### src/rtl/load_store_align_unit_defines.svh
// ----------------------------------------------------------------------------
// load_store_align_unit_defines
// assertion macros shared by the load/store alignment unit
// ----------------------------------------------------------------------------
`ifndef LOAD_STORE_ALIGN_UNIT_DEFINES_SVH
`define LOAD_STORE_ALIGN_UNIT_DEFINES_SVH

`ifndef ASSERT_OFF
// implication or plain property, sampled on clk, off while in reset
`define LSAU_ASSERT(lbl, prop, msg) \
	lbl: assert property (@(posedge clk) disable iff (!arst_n) (prop)) else $error(msg);
// condition that must never hold
`define LSAU_ASSERT_NEVER(lbl, expr, msg) \
	lbl: assert property (@(posedge clk) disable iff (!arst_n) !(expr)) else $error(msg);
`else
`define LSAU_ASSERT(lbl, prop, msg)
`define LSAU_ASSERT_NEVER(lbl, expr, msg)
`endif

`endif

### src/rtl/lsau_pkg.sv
// ----------------------------------------------------------------------------
// lsau_pkg
// types, codes and sizes of the load/store alignment unit
// ----------------------------------------------------------------------------
`default_nettype none

package lsau_pkg;

	localparam int MEM_WORDS = 1024;
	localparam int IDX_W     = $clog2(MEM_WORDS);
	localparam int ADDR_W    = 12;
	localparam int WADDR_W   = ADDR_W - 2;
	localparam int QDEPTH    = 2;
	localparam int QPTR_W    = $clog2(QDEPTH);
	localparam int QCNT_W    = $clog2(QDEPTH + 1);

	localparam logic       MODE_READ  = 1'b0;
	localparam logic       MODE_WRITE = 1'b1;

	localparam logic [1:0] SIZE_BYTE = 2'd0;
	localparam logic [1:0] SIZE_HALF = 2'd1;
	localparam logic [1:0] SIZE_WORD = 2'd2;

	localparam logic [1:0] STAT_ALIGNED   = 2'd0;
	localparam logic [1:0] STAT_UNALIGNED = 2'd1;
	localparam logic [1:0] STAT_DROPPED   = 2'd2;

	typedef enum logic [1:0] {
		RD_NONE,
		RD_BYTE,
		RD_HALF,
		RD_WORD
	} rd_sel_t;

	typedef struct packed {
		logic              mode;
		logic [1:0]        size;
		logic [ADDR_W-1:0] address;
		logic [31:0]       write_data;
	} req_t;

	typedef struct packed {
		logic [31:0] read_data;
		logic [1:0]  status;
	} rsp_t;

	// classified access as held in the queue
	typedef struct packed {
		logic             wr;
		rd_sel_t          rsel;
		logic [1:0]       lane;
		logic [IDX_W-1:0] idx0;
		logic [IDX_W-1:0] idx1;
		logic [3:0]       wmask;
		logic [31:0]      wdata;
		logic [1:0]       status;
	} op_t;

	typedef struct packed {
		logic clearing;
	} back_stat_t;

endpackage

`default_nettype wire

### src/rtl/lsau_fifo.sv
// ----------------------------------------------------------------------------
// lsau_fifo
// short queue of classified accesses between front and back
// ----------------------------------------------------------------------------
`default_nettype none

module lsau_fifo (
	input  wire logic         clk,
	input  wire logic         arst_n,
	input  wire logic         push,
	input  wire lsau_pkg::op_t push_op,
	input  wire logic         pop,
	output logic              full,
	output logic              valid,
	output lsau_pkg::op_t     head
);

	lsau_pkg::op_t                     entry_q [lsau_pkg::QDEPTH];
	logic [lsau_pkg::QPTR_W-1:0]       wr_ptr_q;
	logic [lsau_pkg::QPTR_W-1:0]       rd_ptr_q;
	logic [lsau_pkg::QCNT_W-1:0]       count_q;
	logic                              do_push;
	logic                              do_pop;

	assign full    = count_q == lsau_pkg::QCNT_W'(lsau_pkg::QDEPTH);
	assign valid   = count_q != '0;
	assign head    = entry_q[rd_ptr_q];
	assign do_push = push && !full;
	assign do_pop  = pop && valid;

	always_ff @(posedge clk) begin
		if (do_push) begin
			entry_q[wr_ptr_q] <= push_op;
		end
	end

	always_ff @(posedge clk or negedge arst_n) begin
		if (!arst_n) begin
			wr_ptr_q <= '0;
			rd_ptr_q <= '0;
			count_q  <= '0;
		end else begin
			if (do_push) begin
				wr_ptr_q <= (wr_ptr_q == lsau_pkg::QPTR_W'(lsau_pkg::QDEPTH - 1)) ?
					'0 : wr_ptr_q + 1'b1;
			end
			if (do_pop) begin
				rd_ptr_q <= (rd_ptr_q == lsau_pkg::QPTR_W'(lsau_pkg::QDEPTH - 1)) ?
					'0 : rd_ptr_q + 1'b1;
			end
			unique case ({do_push, do_pop})
				2'b10:   count_q <= count_q + 1'b1;
				2'b01:   count_q <= count_q - 1'b1;
				default: count_q <= count_q;
			endcase
		end
	end

endmodule

`default_nettype wire

### config.mk
export PLATFORM = sky130hd
export DESIGN_NAME = lsau_fifo
export DESIGN_NICKNAME = d
export VERILOG_FILES = /design/src/rtl/load_store_align_unit_defines.svh /design/src/rtl/lsau_pkg.sv /design/src/rtl/lsau_fifo.sv
export SDC_FILE = /design/constraint.sdc
export NUM_CORES = 1
export LEC_CHECK = 0
export ABC_CLOCK_PERIOD_IN_PS = 7660
export BUFFER_PORTS_ARGS = -buffer_cell sky130_fd_sc_hd__buf_2
export CAP_MARGIN = 15
export CORE_MARGIN = 2
export CORE_UTILIZATION = 40
export DETAILED_ROUTE_END_ITERATION = 6
export PLACE_DENSITY = 0.66
export REMOVE_ABC_BUFFERS = 1
export SETUP_SLACK_MARGIN = 0.4
export SYNTH_ARGS = -nofsm -noshare
export SYNTH_HDL_FRONTEND = slang
export SYNTH_SLANG_ARGS = --single-unit
### constraint.sdc
create_clock -name clk -period 7.66 [get_ports clk]
set_input_delay 0.766 -clock clk [delete_from_list [all_inputs] [get_ports clk]]
set_output_delay 0.766 -clock clk [all_outputs]
set_load 0.1 [all_outputs]
==> impl_summary.md <==
Placed design
The count of buffers inserted at the top-level ports is 131. The last weighted congestion value of the routability-driven placer is 0.658. The HPWL after detailed placement is 5020 µm.

STA
Static timing analysis puts the maximum clock frequency at 334 MHz. The final critical delay including setup and external delays is 3.00 ns. Summed over all failing endpoints, the final setup total negative slack is 0 ns.

Setup repair after global routing left no endpoint under its margin. On the final layout, the worst clock skew is 0.00723 ns. The tightest slew margin relative to the limit is 40.5%. The final count of hold timing violations is 0. The actual slew at the worst max-slew pin is 0.893 ns. The part of the cycle the worst path needs is 39.1%. The number of pins exceeding their max-slew limit in the final report is 0. The count of final setup violators is 0.

Worst setup path
The endpoint of the worst-slack reg-to-reg timing path is entry_q[0][30]$_DFFE_PP_. The number of cells on the worst reg-to-reg path is 4. The worst register-to-register path begins at count_q[0]$_DFFE_PN0P_. The worst setup path is captured at an output port. The startpoint class of the critical path is a register. The highest fanout seen on the critical path is 34.

The critical path class is reg2out. The critical path data arrival time is 2.23 ns. The data required time at the worst endpoint is 6.89 ns. The flop-to-flop setup slack is 5.71 ns.

Floorplanning
The die outline width is 116 µm. From bottom edge to top edge, the die measures 116 µm. The area of the core is 12100 µm². The initial core utilization is 41.2%. The area of the die is 13400 µm². The number of I/O pins is 132. The total number of placement rows is 40.

Routing
The number of nets with antenna violations after routing is 0. For this run, the detailed router's first-pass iteration total came to 4. In the routed layout, each cell is associated on average with a via count of 4.45.

The detailed router finished its first iteration with 80 violations. In the routed design, unresolved DRC markers number 0. The routed layout has 2405 vias. The final routed wire length divided by cell count is 15.4 µm. Summed over all layers, the routed wires come to 8310 µm.

Logic synthesis
The count of different cell masters after synthesis is 15. Dividing the synthesized area by the synthesized cell count gives 23.3 µm². Sorting the synthesized cells by area gives the leading types as edfxtp_1, mux2_4, dfrtp_1. In the synthesized netlist, the number of instances is 214.

The total of warnings raised by yosys is 0. The proportion of synthesized chip area in sequential cells is 77.8%. The portion of synthesized cell area occupied by the leading cell type is 75.8%. The post-synthesis cell area is 4990 µm². After synthesis the netlist holds a flip-flop and latch count of 130.

The largest total area in the synthesized netlist belongs to edfxtp_1.

Clocking
The number of buffers inserted by hold repair at cts is 0. The clock net in this run drives a total of 130 sinks. Once the clock tree was built, the resizer swapped 0 gates to a different size. The clock insertion delay at the later pin of the skew report is 0.41 ns. In this run the number of H-tree levels came out at 4.

The TritonCTS clock tree is yes. In this run the clock root is driven by a clkbuf_16. The clock passes through at most 2 buffers.

Once the clock tree was built, the setup fixing pass inserted 0 buffers. The total clock buffers created by CTS is 17. Clock-pin slew was measured on the worst setup and hold paths at 0.05 ns.

Cells and area
The fraction of the core area covered by cells at the end of the flow is 53.1%. Cells with a size suffix above 1 make up 61.0% of the layout. The sequential cells in the finished layout cover a total of 3890 µm².

Compared with the post-synthesis result, the final layout area differs by 28.7%. Summing all multi-input logic gate instances after layout gives 1040 µm². The total number of nets in the final design is 427. The number of antenna diodes in the final layout is 0. The most common cell after layout, fill and taps aside is buf_2. The number of filler instances in the final layout is 1021. Leaving out fill and tap cells, the most frequent cells in the layout are buf_2, edfxtp_1, mux2_4.

Hold path
In this run the worst hold path is classified as in2async.

GRT
The initial antenna violation count came to 0. The first global-routing pass estimated 12300 µm of wire. The number of global-route vias before repair is 2493. In the global route stage, overall resource usage came out at 12.7%. Entering global routing, the biggest net connects 65 pins.

The aggregate global routing overflow is 0.

Flow run
The max-cap check violation count is 0.

Run status
The flow ran to the end, and the final reports show no timing, DRC or antenna violations.
[Yosys cell counts]
cell / n
and2_4: 1
and3_1: 1
buf_6: 7
dfrtp_1: 4
edfxtp_1: 126
ha_1: 1
inv_1: 1
mux2_2: 4
mux2_4: 59
nand2_1: 1
nand2b_1: 1
nor2_1: 2
or2_1: 1
xnor2_1: 3
xor2_1: 2
[kinds of logic (layout without fill, tap and decap cells)]
group | count (synthesis) | count (layout) | synth area share [%]
xor+xnor | 5 | 5 | 0.877
simple gates | 7 | 7 | 0.777
mux | 63 | 63 | 18.6
buf+inv | 8 | 166 | 1.65
flops | 130 | 130 | 77.8
fa+ha+maj | 1 | 1 | 0.251
[state kept, by name (all words and copies together) (netlist names)]
name / cells
wr_ptr_q: 1
count_q: 2
entry_q: 126
rd_ptr_q: 1
[per-stage QoR]
stage / hold WS, ns / cell area, µm² / setup WS (ns) / std cells
global route: 0.139 / 6430 / 4.58 / 540
global placement: 0.481 / 5800 / 4.88 / 507
CTS: 0.135 / 6400 / 4.43 / 539
floorplan: 0.456 / 4910 / 3.68 / 207
finish: 0.154 / 6430 / 4.66 / 540
detailed placement: 0.485 / 5800 / 4.88 / 507
[critical path, stage by stage (launching register included)]
cell     delay, ns
dfrtp_4       0.82
buf_16        0.32
mux2_2        0.36
buf_2         0.29
[final cells by class]
cell class	count	area share, %
sequential	130	60.5
multi-input combinational	76	16.2
timing repair buffer	133	10.7
clock buffer	17	6.62
tap	168	3.27
clock inverter	15	2.67
inverter	1	0.0584
[layer usage]
| metal | track usage [%] | vias to the layer above | wire length, µm |
|---|---|---|---|
| met5 | 0 | - | 0 |
| met4 | 6.27 | 0 | 97 |
| met3 | 6.01 | 10 | 676 |
| met2 | 20.0 | 94 | 4090 |
| met1 | 14.8 | 1165 | 3440 |
| li1 | - | 1136 | - |
[how the worst max path moves through the flow]
stage	from	endpoint	slack (ns)	depth (start not counted)
finish	rd_ptr_q$_DFFE_PN0P_	head[48]	4.66	3
global route	rd_ptr_q$_DFFE_PN0P_	head[48]	4.58	3
CTS	rd_ptr_q$_DFFE_PN0P_	head[41]	4.43	2
detailed placement	rd_ptr_q$_DFFE_PN0P_	head[41]	4.88	2
global placement	rd_ptr_q$_DFFE_PN0P_	head[3]	4.88	2
floorplan	push	entry_q[0][0]$_DFFE_PP_	3.68	2
Power is not shown: default switching activity piles up to over one toggle a cycle in this logic, so the estimate is an artifact.
