--- src/rtl/load_store_align_unit_defines.svh ---
// ----------------------------------------------------------------------------
// load_store_align_unit_defines
// assertion macros shared by the load/store alignment unit
// ----------------------------------------------------------------------------
`ifndef LOAD_STORE_ALIGN_UNIT_DEFINES_SVH
`define LOAD_STORE_ALIGN_UNIT_DEFINES_SVH

`ifndef ASSERT_OFF
// implication or plain property, sampled on clk, off while in reset
`define LSAU_ASSERT(lbl, prop, msg) \
	lbl: assert property (@(posedge clk) disable iff (!arst_n) (prop)) else $error(msg);
// condition that must never hold
`define LSAU_ASSERT_NEVER(lbl, expr, msg) \
	lbl: assert property (@(posedge clk) disable iff (!arst_n) !(expr)) else $error(msg);
`else
`define LSAU_ASSERT(lbl, prop, msg)
`define LSAU_ASSERT_NEVER(lbl, expr, msg)
`endif

`endif

--- src/rtl/lsau_pkg.sv ---
// ----------------------------------------------------------------------------
// lsau_pkg
// types, codes and sizes of the load/store alignment unit
// ----------------------------------------------------------------------------
`default_nettype none

package lsau_pkg;

	localparam int MEM_WORDS = 1024;
	localparam int IDX_W     = $clog2(MEM_WORDS);
	localparam int ADDR_W    = 12;
	localparam int WADDR_W   = ADDR_W - 2;
	localparam int QDEPTH    = 2;
	localparam int QPTR_W    = $clog2(QDEPTH);
	localparam int QCNT_W    = $clog2(QDEPTH + 1);

	localparam logic       MODE_READ  = 1'b0;
	localparam logic       MODE_WRITE = 1'b1;

	localparam logic [1:0] SIZE_BYTE = 2'd0;
	localparam logic [1:0] SIZE_HALF = 2'd1;
	localparam logic [1:0] SIZE_WORD = 2'd2;

	localparam logic [1:0] STAT_ALIGNED   = 2'd0;
	localparam logic [1:0] STAT_UNALIGNED = 2'd1;
	localparam logic [1:0] STAT_DROPPED   = 2'd2;

	typedef enum logic [1:0] {
		RD_NONE,
		RD_BYTE,
		RD_HALF,
		RD_WORD
	} rd_sel_t;

	typedef struct packed {
		logic              mode;
		logic [1:0]        size;
		logic [ADDR_W-1:0] address;
		logic [31:0]       write_data;
	} req_t;

	typedef struct packed {
		logic [31:0] read_data;
		logic [1:0]  status;
	} rsp_t;

	// classified access as held in the queue
	typedef struct packed {
		logic             wr;
		rd_sel_t          rsel;
		logic [1:0]       lane;
		logic [IDX_W-1:0] idx0;
		logic [IDX_W-1:0] idx1;
		logic [3:0]       wmask;
		logic [31:0]      wdata;
		logic [1:0]       status;
	} op_t;

	typedef struct packed {
		logic clearing;
	} back_stat_t;

endpackage

`default_nettype wire

--- src/rtl/lsau_front.sv ---
// ----------------------------------------------------------------------------
// lsau_front
// request acceptance and classification into word indexes, lanes and masks
// ----------------------------------------------------------------------------
`default_nettype none

module lsau_front (
	input  wire logic                 req_valid,
	output logic                      req_ready,
	input  wire lsau_pkg::req_t       req,
	input  wire lsau_pkg::back_stat_t stat,
	input  wire logic                 q_full,
	output logic                      push,
	output lsau_pkg::op_t             op
);

	logic [1:0]                    lane;
	logic [lsau_pkg::WADDR_W-1:0]  waddr;
	logic [lsau_pkg::WADDR_W-1:0]  waddr_nxt;

	assign req_ready = !q_full && !stat.clearing;
	assign push      = req_valid && req_ready;

	assign lane      = req.address[1:0];
	assign waddr     = req.address[lsau_pkg::ADDR_W-1:2];
	assign waddr_nxt = waddr + 1'b1;

	always_comb begin
		op        = '0;
		op.rsel   = lsau_pkg::RD_NONE;
		op.lane   = lane;
		op.idx0   = lsau_pkg::IDX_W'(waddr % lsau_pkg::MEM_WORDS);
		op.idx1   = lsau_pkg::IDX_W'(waddr_nxt % lsau_pkg::MEM_WORDS);
		op.status = lsau_pkg::STAT_ALIGNED;
		if (req.mode == lsau_pkg::MODE_READ) begin
			unique case (req.size)
				lsau_pkg::SIZE_BYTE: begin
					op.rsel = lsau_pkg::RD_BYTE;
				end
				lsau_pkg::SIZE_HALF: begin
					op.rsel = lsau_pkg::RD_HALF;
					if (lane[0]) begin
						op.status = lsau_pkg::STAT_UNALIGNED;
					end
				end
				lsau_pkg::SIZE_WORD: begin
					op.rsel = lsau_pkg::RD_WORD;
					if (lane != 2'd0) begin
						op.status = lsau_pkg::STAT_UNALIGNED;
					end
				end
				default: begin
					op.rsel = lsau_pkg::RD_NONE;
				end
			endcase
		end else begin
			unique case (req.size)
				lsau_pkg::SIZE_BYTE: begin
					op.wr    = 1'b1;
					op.wmask = 4'b0001 << lane;
					op.wdata = {4{req.write_data[7:0]}};
				end
				lsau_pkg::SIZE_HALF: begin
					if (lane[0]) begin
						op.status = lsau_pkg::STAT_DROPPED;
					end else begin
						op.wr    = 1'b1;
						op.wmask = lane[1] ? 4'b1100 : 4'b0011;
						op.wdata = {2{req.write_data[15:0]}};
					end
				end
				lsau_pkg::SIZE_WORD: begin
					op.wr    = 1'b1;
					op.wmask = 4'b1111;
					op.wdata = req.write_data;
					if (lane != 2'd0) begin
						op.status = lsau_pkg::STAT_UNALIGNED;
					end
				end
				default: begin
					op.wr = 1'b0;
				end
			endcase
		end
	end

endmodule

`default_nettype wire

--- config.mk ---
export PLATFORM = sky130hd
export DESIGN_NAME = lsau_front
export DESIGN_NICKNAME = d
export VERILOG_FILES = /design/src/rtl/load_store_align_unit_defines.svh /design/src/rtl/lsau_pkg.sv /design/src/rtl/lsau_front.sv
export SDC_FILE = /design/constraint.sdc
export NUM_CORES = 1
export LEC_CHECK = 0
export BUFFER_PORTS_ARGS = -buffer_cell sky130_fd_sc_hd__buf_2
export CELL_PAD_IN_SITES_DETAIL_PLACEMENT = 0
export CELL_PAD_IN_SITES_GLOBAL_PLACEMENT = 1
export CORE_MARGIN = 1
export CORE_UTILIZATION = 21
export DETAILED_ROUTE_END_ITERATION = 10
export GPL_ROUTABILITY_DRIVEN = 0
export PLACE_DENSITY_LB_ADDON = 0.1
export SKIP_LAST_GASP = 1
export SLEW_MARGIN = 20
export SYNTH_ARGS = -nofsm -noshare
export SYNTH_HDL_FRONTEND = slang
export SYNTH_SLANG_ARGS = --single-unit
export TNS_END_PERCENT = 30
--- constraint.sdc ---
create_clock -name vclk -period 2.52
set_clock_uncertainty 0.05 [all_clocks]
set_input_delay 0 -clock vclk [all_inputs]
set_output_delay 0 -clock vclk [all_outputs]
set_load 0.05 [all_outputs]
==> impl_results.rst, run 1 <==
.. list-table::
   :header-rows: 1

   * - Metric
     - Value
   * - Number of endpoints failing setup at the final stage
     - 0
   * - Main combinational cell family by area after synthesis
     - simple AND/OR/NAND/NOR gates
   * - Register area share after synthesis
     - 0
   * - Fraction of the mapped netlist area in adder cells
     - 0.08108
   * - Critical path data required time
     - 2.47 ns
   * - First-pass iteration count of the detailed router
     - 4
   * - Total leakage power
     - 0.8047 nW
   * - Aggregate negative setup slack
     - 0 ns
   * - Fraction of layout instances using a drive strength above 1
     - 0.4920
   * - Mux share of post-synthesis cell area
     - 0.01216
   * - Synthesized netlist cell count
     - 155
   * - Wire length of the first global-routing pass
     - 4698 microns
   * - Initial core utilization
     - 0.2250
   * - Worst rel slew slack
     - 0.7008
   * - Synth top area share
     - 0.1081
   * - Wire length after detailed routing
     - 3356 microns
   * - Total overflow reported by the global router
     - 0
   * - Area of all sequential standard cells
     - 0 sq um
   * - Num sequential
     - 0
   * - Number of top-level pins
     - 115
   * - Average instance area after synthesis
     - 5.973 sq um
   * - Detail Placement HPWL
     - 2667 microns
   * - Biggest area contributors in the synthesized netlist
     - sky130_fd_sc_hd__a21oi_1 11%, sky130_fd_sc_hd__o21ai_0 9.7%, sky130_fd_sc_hd__buf_4 9.7%
   * - Number of instances resized during post-cts repair
     - 0
   * - Parity-gate share of the synthesized area counting xor and xnor cells
     - 0.07568
   * - Worst EP arrival
     - 1.52 ns
   * - Fmax
     - 637.0 MHz
   * - Power per cell area
     - 287.7 nW/um^2
   * - List of most frequent post-synthesis cells
     - 20 x sky130_fd_sc_hd__a21oi_1, 20 x sky130_fd_sc_hd__nand2_1, 18 x sky130_fd_sc_hd__nor2_1, 18 x sky130_fd_sc_hd__o21ai_0, 12 x sky130_fd_sc_hd__buf_4
   * - Synth-to-Final Area Change
     - 55.14%
   * - Critical path endpoint category
     - primary output
   * - Top fanout value on the critical path
     - 26
   * - Detailed-route wire length per cell
     - 11.19 microns
   * - Avg Vias per Cell
     - 4.717
   * - Pin count of the biggest net entering global routing
     - 29
   * - Outcome
     - completed
   * - Kind of launch point of the worst setup path
     - input pin
   * - Number of global-route vias before repair
     - 1,087
   * - Maximum capacitance violations
     - 0
   * - Final critical-path share of the clock period
     - 0.6229
   * - Final layout net count
     - 308
   * - Compound-gate portion of the synthesized area
     - 0.3095
   * - Setup repair after global routing missed its margin
     - no
   * - Number of warnings issued by yosys
     - 0
   * - Clock period minus worst slack
     - 1.570 ns
   * - Floorplan die area
     - 4679 sq um
   * - Number of antenna violations at the first check in global routing
     - 0
   * - Total power
     - 0.4133 mW
   * - Antenna Cells
     - 0
   * - Cell accounting for the most synthesized area
     - sky130_fd_sc_hd__a21oi_1
   * - Core area
     - 4115 sq um
   * - # port buffers
     - 115
   * - Global-route total usage across every layer
     - 0.1271
   * - Die boundary width
     - 68.40 microns
   * - Worst Max-Slew Pin Slew
     - 0.4478 ns
   * - Post-DRT Antenna Nets
     - 0
   * - Setup Crit Path Kind
     - in -> out
   * - Layout clock buffer count
     - 0
   * - Max rail drop VDD
     - 0.00008096 V
   * - Count of hold-fix buffers inserted at cts
     - 0
   * - Post-synthesis share of cell area spent on and, or, nand and nor gates
     - 0.3351
   * - Mapped Nets
     - 211
   * - Number of core rows
     - 23
   * - Buffers inserted during post-CTS setup optimization
     - 0
   * - Total count of max-transition violations in the final report
     - 0
   * - Detailed Route Iter0 Violations
     - 35
   * - Remaining DRCs
     - 0
   * - Class of the worst hold path
     - in -> out
   * - Total via count after detailed routing
     - 1,415
   * - Final number of hold-violating endpoints
     - 0
   * - Area of the mapped netlist
     - 925.9 sq um
   * - Die height
     - 68.40 microns
   * - Distinct cells, synth
     - 25
## report_power, final
| part | leakage (nW) | switching (mW) | internal (mW) |
|---|---|---|---|
| logic | 0.805 | 0.305 | 0.108 |
| clock network | 0 | 0 | 0 |
| registers | 0 | 0 | 0 |
## final timing paths
check  startpoint     end  slack (ns)  depth (start not counted)
max       req[45]   op[9]        0.95                          8
min       req[42]  op[56]        0.25                          2
## final cells by class
cell class | count | area [sq um]
Fill cell | 483 | 2679
Multi-Input combinational cell | 126 | 753.2
Timing Repair Buffer | 118 | 598.1
Tap cell | 50 | 62.56
Inverter | 6 | 22.52
## cells in the final DEF (no fill, tap or decap), drive strengths merged, types with 6 or more instances in the layout
cell type	n
ha	6
nand2	20
inv	6
buf	118
a222oi	8
and2	10
o21ai	18
a21oi	21
nor2	18
## metrics by stage
step                std cells  hold slack (ns)  worst slack (ns)  instance area, sq um    util
global route              300           0.2658            0.7783                  1436  0.3490
finish                    300           0.2514            0.9502                  1436  0.3490
global placement          300           0.2536            0.9478                  1436  0.3490
detailed placement        300           0.2521            0.9104                  1436  0.3490
floorplan                 155           0.1171            0.9825                 925.9       -
CTS                       300           0.2521            0.9069                  1436  0.3490
## metal layers
metal  share of wire  up-vias  GRT usage
li1                -      713          -
met1            0.40      629     0.1445
met2            0.50       70     0.2488
met3           0.088        3    0.02167
met4           0.010        0    0.01302
met5               0        -          0
## worst max-delay path, stage by stage
cell	delay, ns
sky130_fd_sc_hd__buf_2	0.14
sky130_fd_sc_hd__inv_1	0.10
sky130_fd_sc_hd__ha_1	0.15
sky130_fd_sc_hd__buf_4	0.25
sky130_fd_sc_hd__nor2_1	0.12
sky130_fd_sc_hd__a21oi_2	0.33
sky130_fd_sc_hd__and2_1	0.18
sky130_fd_sc_hd__buf_2	0.25
## logic make-up (layout without fill, tap and decap cells)
logic type	Yosys count	count (layout)
simple gates	63	63
compound gates	48	48
buf+inv	29	124
xor+xnor	8	8
fa+ha+maj	6	6
mux	1	1
Power figures use the tool's default switching activity.
==> inputs of run 2 (changes only) <==
CORE_UTILIZATION = 20   (was 21)
clock period = 1.6 ns   (was 2.52 ns; I/O delays follow)
==> impl_results.rst, run 2 (synthesis gave the netlist of run 1 again) <==
.. list-table::
   :header-rows: 1

   * - Metric
     - Value
   * - Area of all sequential standard cells
     - 0 sq um
   * - Count of hold-fix buffers inserted at cts
     - 0
   * - Most common cell after layout, fill and taps aside
     - sky130_fd_sc_hd__buf_2
   * - Die boundary width
     - 70.04 microns
   * - Number of core rows
     - 24
   * - Highest routed layer
     - met3
   * - Detailed Route Iter0 Violations
     - 96
   * - Total overflow reported by the global router
     - 0
   * - Die height
     - 70.04 microns
   * - Clock period minus worst slack
     - 1.411 ns
   * - Number of top-level pins
     - 115
   * - Setup repair after global routing missed its margin
     - yes
   * - Max rail drop VDD
     - 0.0001383 V
   * - Total count of max-transition violations in the final report
     - 0
   * - Global-route total usage across every layer
     - 0.1316
   * - Met1 wire length
     - 1621 microns
   * - Layout clock buffer count
     - 0
   * - Number of global-route vias before repair
     - 1,142
   * - Detail Placement HPWL
     - 2899 microns
   * - Class of the worst hold path
     - in -> out
   * - Critical path endpoint category
     - primary output
   * - Outcome
     - completed
   * - Final critical-path share of the clock period
     - 0.8822
   * - Detail Route met3 WL
     - 234 microns
   * - Cell with the largest stage delay on the worst path
     - sky130_fd_sc_hd__buf_2
   * - Total via count after detailed routing
     - 1,404
   * - Highest-count cells in the layout ignoring fill and taps
     - 112 x sky130_fd_sc_hd__buf_2, 20 x sky130_fd_sc_hd__nand2_1, 20 x sky130_fd_sc_hd__a21oi_1, 18 x sky130_fd_sc_hd__nor2_1, 18 x sky130_fd_sc_hd__o21ai_0
   * - Pin count of the biggest net entering global routing
     - 28
   * - Worst EP arrival
     - 1.36 ns
   * - Initial core utilization
     - 0.2098
   * - Sequential fraction of design power
     - 0
   * - Num sequential
     - 0
   * - Share of power burned in combinational logic
     - 1.000
   * - Core area
     - 4414 sq um
   * - Avg Vias per Cell
     - 4.603
   * - Final number of hold-violating endpoints
     - 0
   * - Floorplan die area
     - 4906 sq um
   * - Wire length after detailed routing
     - 3532 microns
   * - First-pass iteration count of the detailed router
     - 5
   * - Total leakage power
     - 0.8228 nW
   * - Top fanout value on the critical path
     - 12
   * - Timing endpoint of the critical path
     - op[24]
   * - Synth-to-Final Area Change
     - 60.00%
   * - Clock power frac
     - 0
   * - Cell occurring most often along the worst timing path
     - sky130_fd_sc_hd__buf_2
   * - Worst Max-Slew Pin Slew
     - 0.3787 ns
   * - Setup Crit Path Kind
     - in -> out
   * - Met2 routed wirelength
     - 1675 microns
   * - Number of antenna violations at the first check in global routing
     - 0
   * - Critical path data required time
     - 1.55 ns
   * - Detailed-route wire length per cell
     - 11.58 microns
   * - Antenna Cells
     - 0
   * - Number of cells on the worst hold path
     - 2
   * - Power per cell area
     - 448.0 nW/um^2
   * - Net switching power
     - 0.4843 mW
   * - Kind of launch point of the worst setup path
     - input pin
   * - # port buffers
     - 115
   * - Cell breakdown of the critical path
     - buf_2 > inv_1 > ha_1 > nor2b_4 > buf_4 > o21ai_0 > a21oi_1 > buf_2
   * - Fmax
     - 708.5 MHz
   * - Post-DRT Antenna Nets
     - 0
   * - Wire length of the first global-routing pass
     - 5499 microns
   * - Net switching fraction of the power
     - 0.7298
   * - Number of endpoints failing setup at the final stage
     - 0
   * - Total power
     - 0.6636 mW
   * - Worst rel slew slack
     - 0.7475
   * - Maximum capacitance violations
     - 0
   * - Fraction of layout instances using a drive strength above 1
     - 0.4980
   * - Delay of the slowest cell on the worst path
     - 0.28 ns
   * - Internal Pwr Total
     - 0.1793 mW
   * - Remaining DRCs
     - 0
   * - Aggregate negative setup slack
     - 0 ns
   * - Critical Path Start
     - req[45]
   * - Final layout net count
     - 311
-- run 2: worst min-delay path by stage --
stage,from,to,slack [ns]
2_1_floorplan,req[34],op[48],0.12
3_3_place_gp,req[42],op[56],0.26
3_5_place_dp,req[42],op[56],0.25
4_1_cts,req[42],op[56],0.25
5_1_grt,req[42],op[56],0.26
6_report,req[42],op[56],0.25
-- run 2: power by group through the flow --
stage	clock network [mW]	logic (mW)	registers, mW
2_1_floorplan	0	0.488	0
3_3_place_gp	0	0.672	0
3_5_place_dp	0	0.666	0
4_1_cts	0	0.667	0
5_1_grt	0	0.706	0
6_report	0	0.664	0
-- run 2: metrics by stage --
| step | instance area (sq um) | setup WS, ns | hold slack [ns] | std cells | util |
|---|---|---|---|---|---|
| CTS | 1474 | 0.1439 | 0.2527 | 305 | 0.3339 |
| global placement | 1474 | 0.1679 | 0.2554 | 305 | 0.3339 |
| finish | 1481 | 0.1885 | 0.2517 | 305 | 0.3356 |
| global route | 1481 | -0.001929 | 0.2572 | 305 | 0.3356 |
| floorplan | 925.9 | 0.06246 | 0.1171 | 155 | - |
| detailed placement | 1474 | 0.1453 | 0.2521 | 305 | 0.3339 |
-- run 2: critical path: cells and delay by family --
kind	cells	cell delay, ns
AOI/OAI and AO/OA	2	0.23
adders and majority gates	1	0.19
buffers and inverters	4	0.70
and+or+nand+nor	1	0.24
-- run 2: timing repair --
item / 4_1_cts / 5_1_grt
setup buffers: 0 / 0
setup endpoints to repair: 0 / 3
gates resized for setup: 0 / 3
-- run 2: cell type report --
| type | instances | area [sq um] |
|---|---|---|
| fillers | 522 | 2933 |
| multi-input cells | 126 | 753.2 |
| repair buffers | 121 | 640.6 |
| well taps | 52 | 65.06 |
| inverters | 6 | 22.52 |
-- run 2: layer usage --
| metal | vias to the layer above | track usage |
|---|---|---|
| li1 | 721 | - |
| met1 | 619 | 0.1840 |
| met2 | 64 | 0.2340 |
| met3 | 0 | 0.008658 |
| met4 | 0 | 0 |
| met5 | - | 0 |
==> inputs of run 3 (changes only) <==
CORE_UTILIZATION = 21   (was 20)
clock period = 1.64 ns   (was 1.6 ns; I/O delays follow)
==> impl_results.rst, run 3 (synthesis gave the netlist of run 1 again) <==
.. list-table::
   :header-rows: 1

   * - Metric
     - Value
   * - Outcome
     - completed
   * - Die boundary width
     - 68.40 microns
   * - Critical Path Start
     - req[44]
   * - Least setup slack across all paths after layout
     - 0.2535 ns
   * - Maximum capacitance violations
     - 0
   * - Post-DRT Antenna Nets
     - 0
   * - Buffers inserted during post-CTS setup optimization
     - 0
   * - Count of hold-fix buffers inserted at cts
     - 0
   * - Worst Max-Slew Pin Slew
     - 0.3542 ns
   * - Avg Vias per Cell
     - 4.728
   * - Fmax
     - 721.3 MHz
   * - Detail Placement HPWL
     - 2775 microns
   * - Fraction of layout instances using a drive strength above 1
     - 0.4940
   * - Final number of hold-violating endpoints
     - 0
   * - Total leakage power
     - 0.8168 nW
   * - Kind of launch point of the worst setup path
     - input pin
   * - Class of the worst hold path
     - in -> out
   * - Critical path data required time
     - 1.59 ns
   * - Smallest hold slack
     - 0.2527 ns
   * - Critical path endpoint category
     - primary output
   * - Total via count after detailed routing
     - 1,423
   * - Final layout net count
     - 309
   * - Highest-count cells in the layout ignoring fill and taps
     - 115 x sky130_fd_sc_hd__buf_2, 20 x sky130_fd_sc_hd__nand2_1, 20 x sky130_fd_sc_hd__a21oi_1, 18 x sky130_fd_sc_hd__nor2_1, 18 x sky130_fd_sc_hd__o21ai_0
   * - Power per cell area
     - 439.5 nW/um^2
   * - Detailed-route wire length per cell
     - 11.54 microns
   * - Final critical-path share of the clock period
     - 0.8454
   * - Number of antenna violations at the first check in global routing
     - 0
   * - Post-layout utilization of the core
     - 0.3569
   * - Non-Filler Instances
     - 301
   * - Core area
     - 4115 sq um
   * - Worst Min Path Start
     - req[42]
   * - Placed cell areas
     - 1469 sq um
   * - Worst EP arrival
     - 1.34 ns
   * - # port buffers
     - 115
   * - Remaining DRCs
     - 0
   * - Number of top-level pins
     - 115
   * - Wire length after detailed routing
     - 3474 microns
   * - Layout clock buffer count
     - 0
   * - Number of endpoints failing setup at the final stage
     - 0
   * - Setup slack at placement
     - 0.2174 ns
   * - Cell with the largest stage delay on the worst path
     - sky130_fd_sc_hd__a21oi_2
   * - Area of all sequential standard cells
     - 0 sq um
   * - Number of core rows
     - 23
   * - Clock period minus worst slack
     - 1.386 ns
   * - Antenna Cells
     - 0
   * - Cell occurring most often along the worst timing path
     - sky130_fd_sc_hd__buf_2
   * - Max rail drop VDD
     - 0.0001207 V
   * - Delay of the slowest cell on the worst path
     - 0.33 ns
   * - Most common cell after layout, fill and taps aside
     - sky130_fd_sc_hd__buf_2
   * - Aggregate negative setup slack
     - 0 ns
   * - Top fanout value on the critical path
     - 8
   * - Initial core utilization
     - 0.2250
   * - Number of global-route vias before repair
     - 1,229
   * - First-pass iteration count of the detailed router
     - 4
   * - Floorplan die area
     - 4679 sq um
   * - Cell breakdown of the critical path
     - buf_2 > inv_1 > ha_1 > nor2_1 > a21oi_2 > and2_1 > buf_2
   * - Setup Crit Path Kind
     - in -> out
   * - Synth-to-Final Area Change
     - 58.65%
   * - Worst rel slew slack
     - 0.7638
   * - Wire length of the first global-routing pass
     - 5175 microns
   * - Setup repair after global routing missed its margin
     - no
   * - Final Cell Area
     - 1469 sq um
   * - Num sequential
     - 0
   * - Number of instances resized during post-cts repair
     - 0
   * - Global-route total usage across every layer
     - 0.1388
   * - Total count of max-transition violations in the final report
     - 0
   * - Total power
     - 0.6455 mW
   * - Detailed Route Iter0 Violations
     - 65
   * - Die height
     - 68.40 microns
   * - Post-Place Cells
     - 301
   * - Total overflow reported by the global router
     - 0
   * - Pin count of the biggest net entering global routing
     - 28
[run 3: cell types whose count changed in the layout (fill, tap and decap cells not counted)]
cell,before,now
sky130_fd_sc_hd__clkbuf_4,3,0
sky130_fd_sc_hd__buf_2,112,115
sky130_fd_sc_hd__buf_4,5,2
sky130_fd_sc_hd__buf_12,1,2
[run 3: cell type report]
class | instances | area [sq um]
fill | 483 | 2646
timing repair buffer | 119 | 630.6
multi-input combinational | 126 | 753.2
inverter | 6 | 22.52
tap | 50 | 62.56
[run 3: routing by layer]
metal / vias to the layer above / track usage / share of wire
met5: - / 0 / 0
met4: 0 / 0.005208 / 0
met3: 0 / 0.01833 / 0.088
met2: 77 / 0.2782 / 0.51
met1: 630 / 0.1592 / 0.41
li1: 716 / - / -
[run 3: path summary, 6_finish.rpt]
check,endpoint,slack (ns),depth (start not counted)
worst min-delay path,op[56],0.25,2
worst max-delay path,op[9],0.25,7
[run 3: report_power, final]
part | total, mW | switching (mW) | internal (mW)
logic | 0.646 | 0.472 | 0.173
registers | 0 | 0 | 0
clock network | 0 | 0 | 0
total | 0.646 | 0.472 | 0.173
[run 3: worst max-delay path: cells and delay by family]
kind            cells  cell delay, ns
simple gates        2            0.29
fa+ha+maj           1            0.25
buf+inv             3            0.46
compound gates      1            0.33
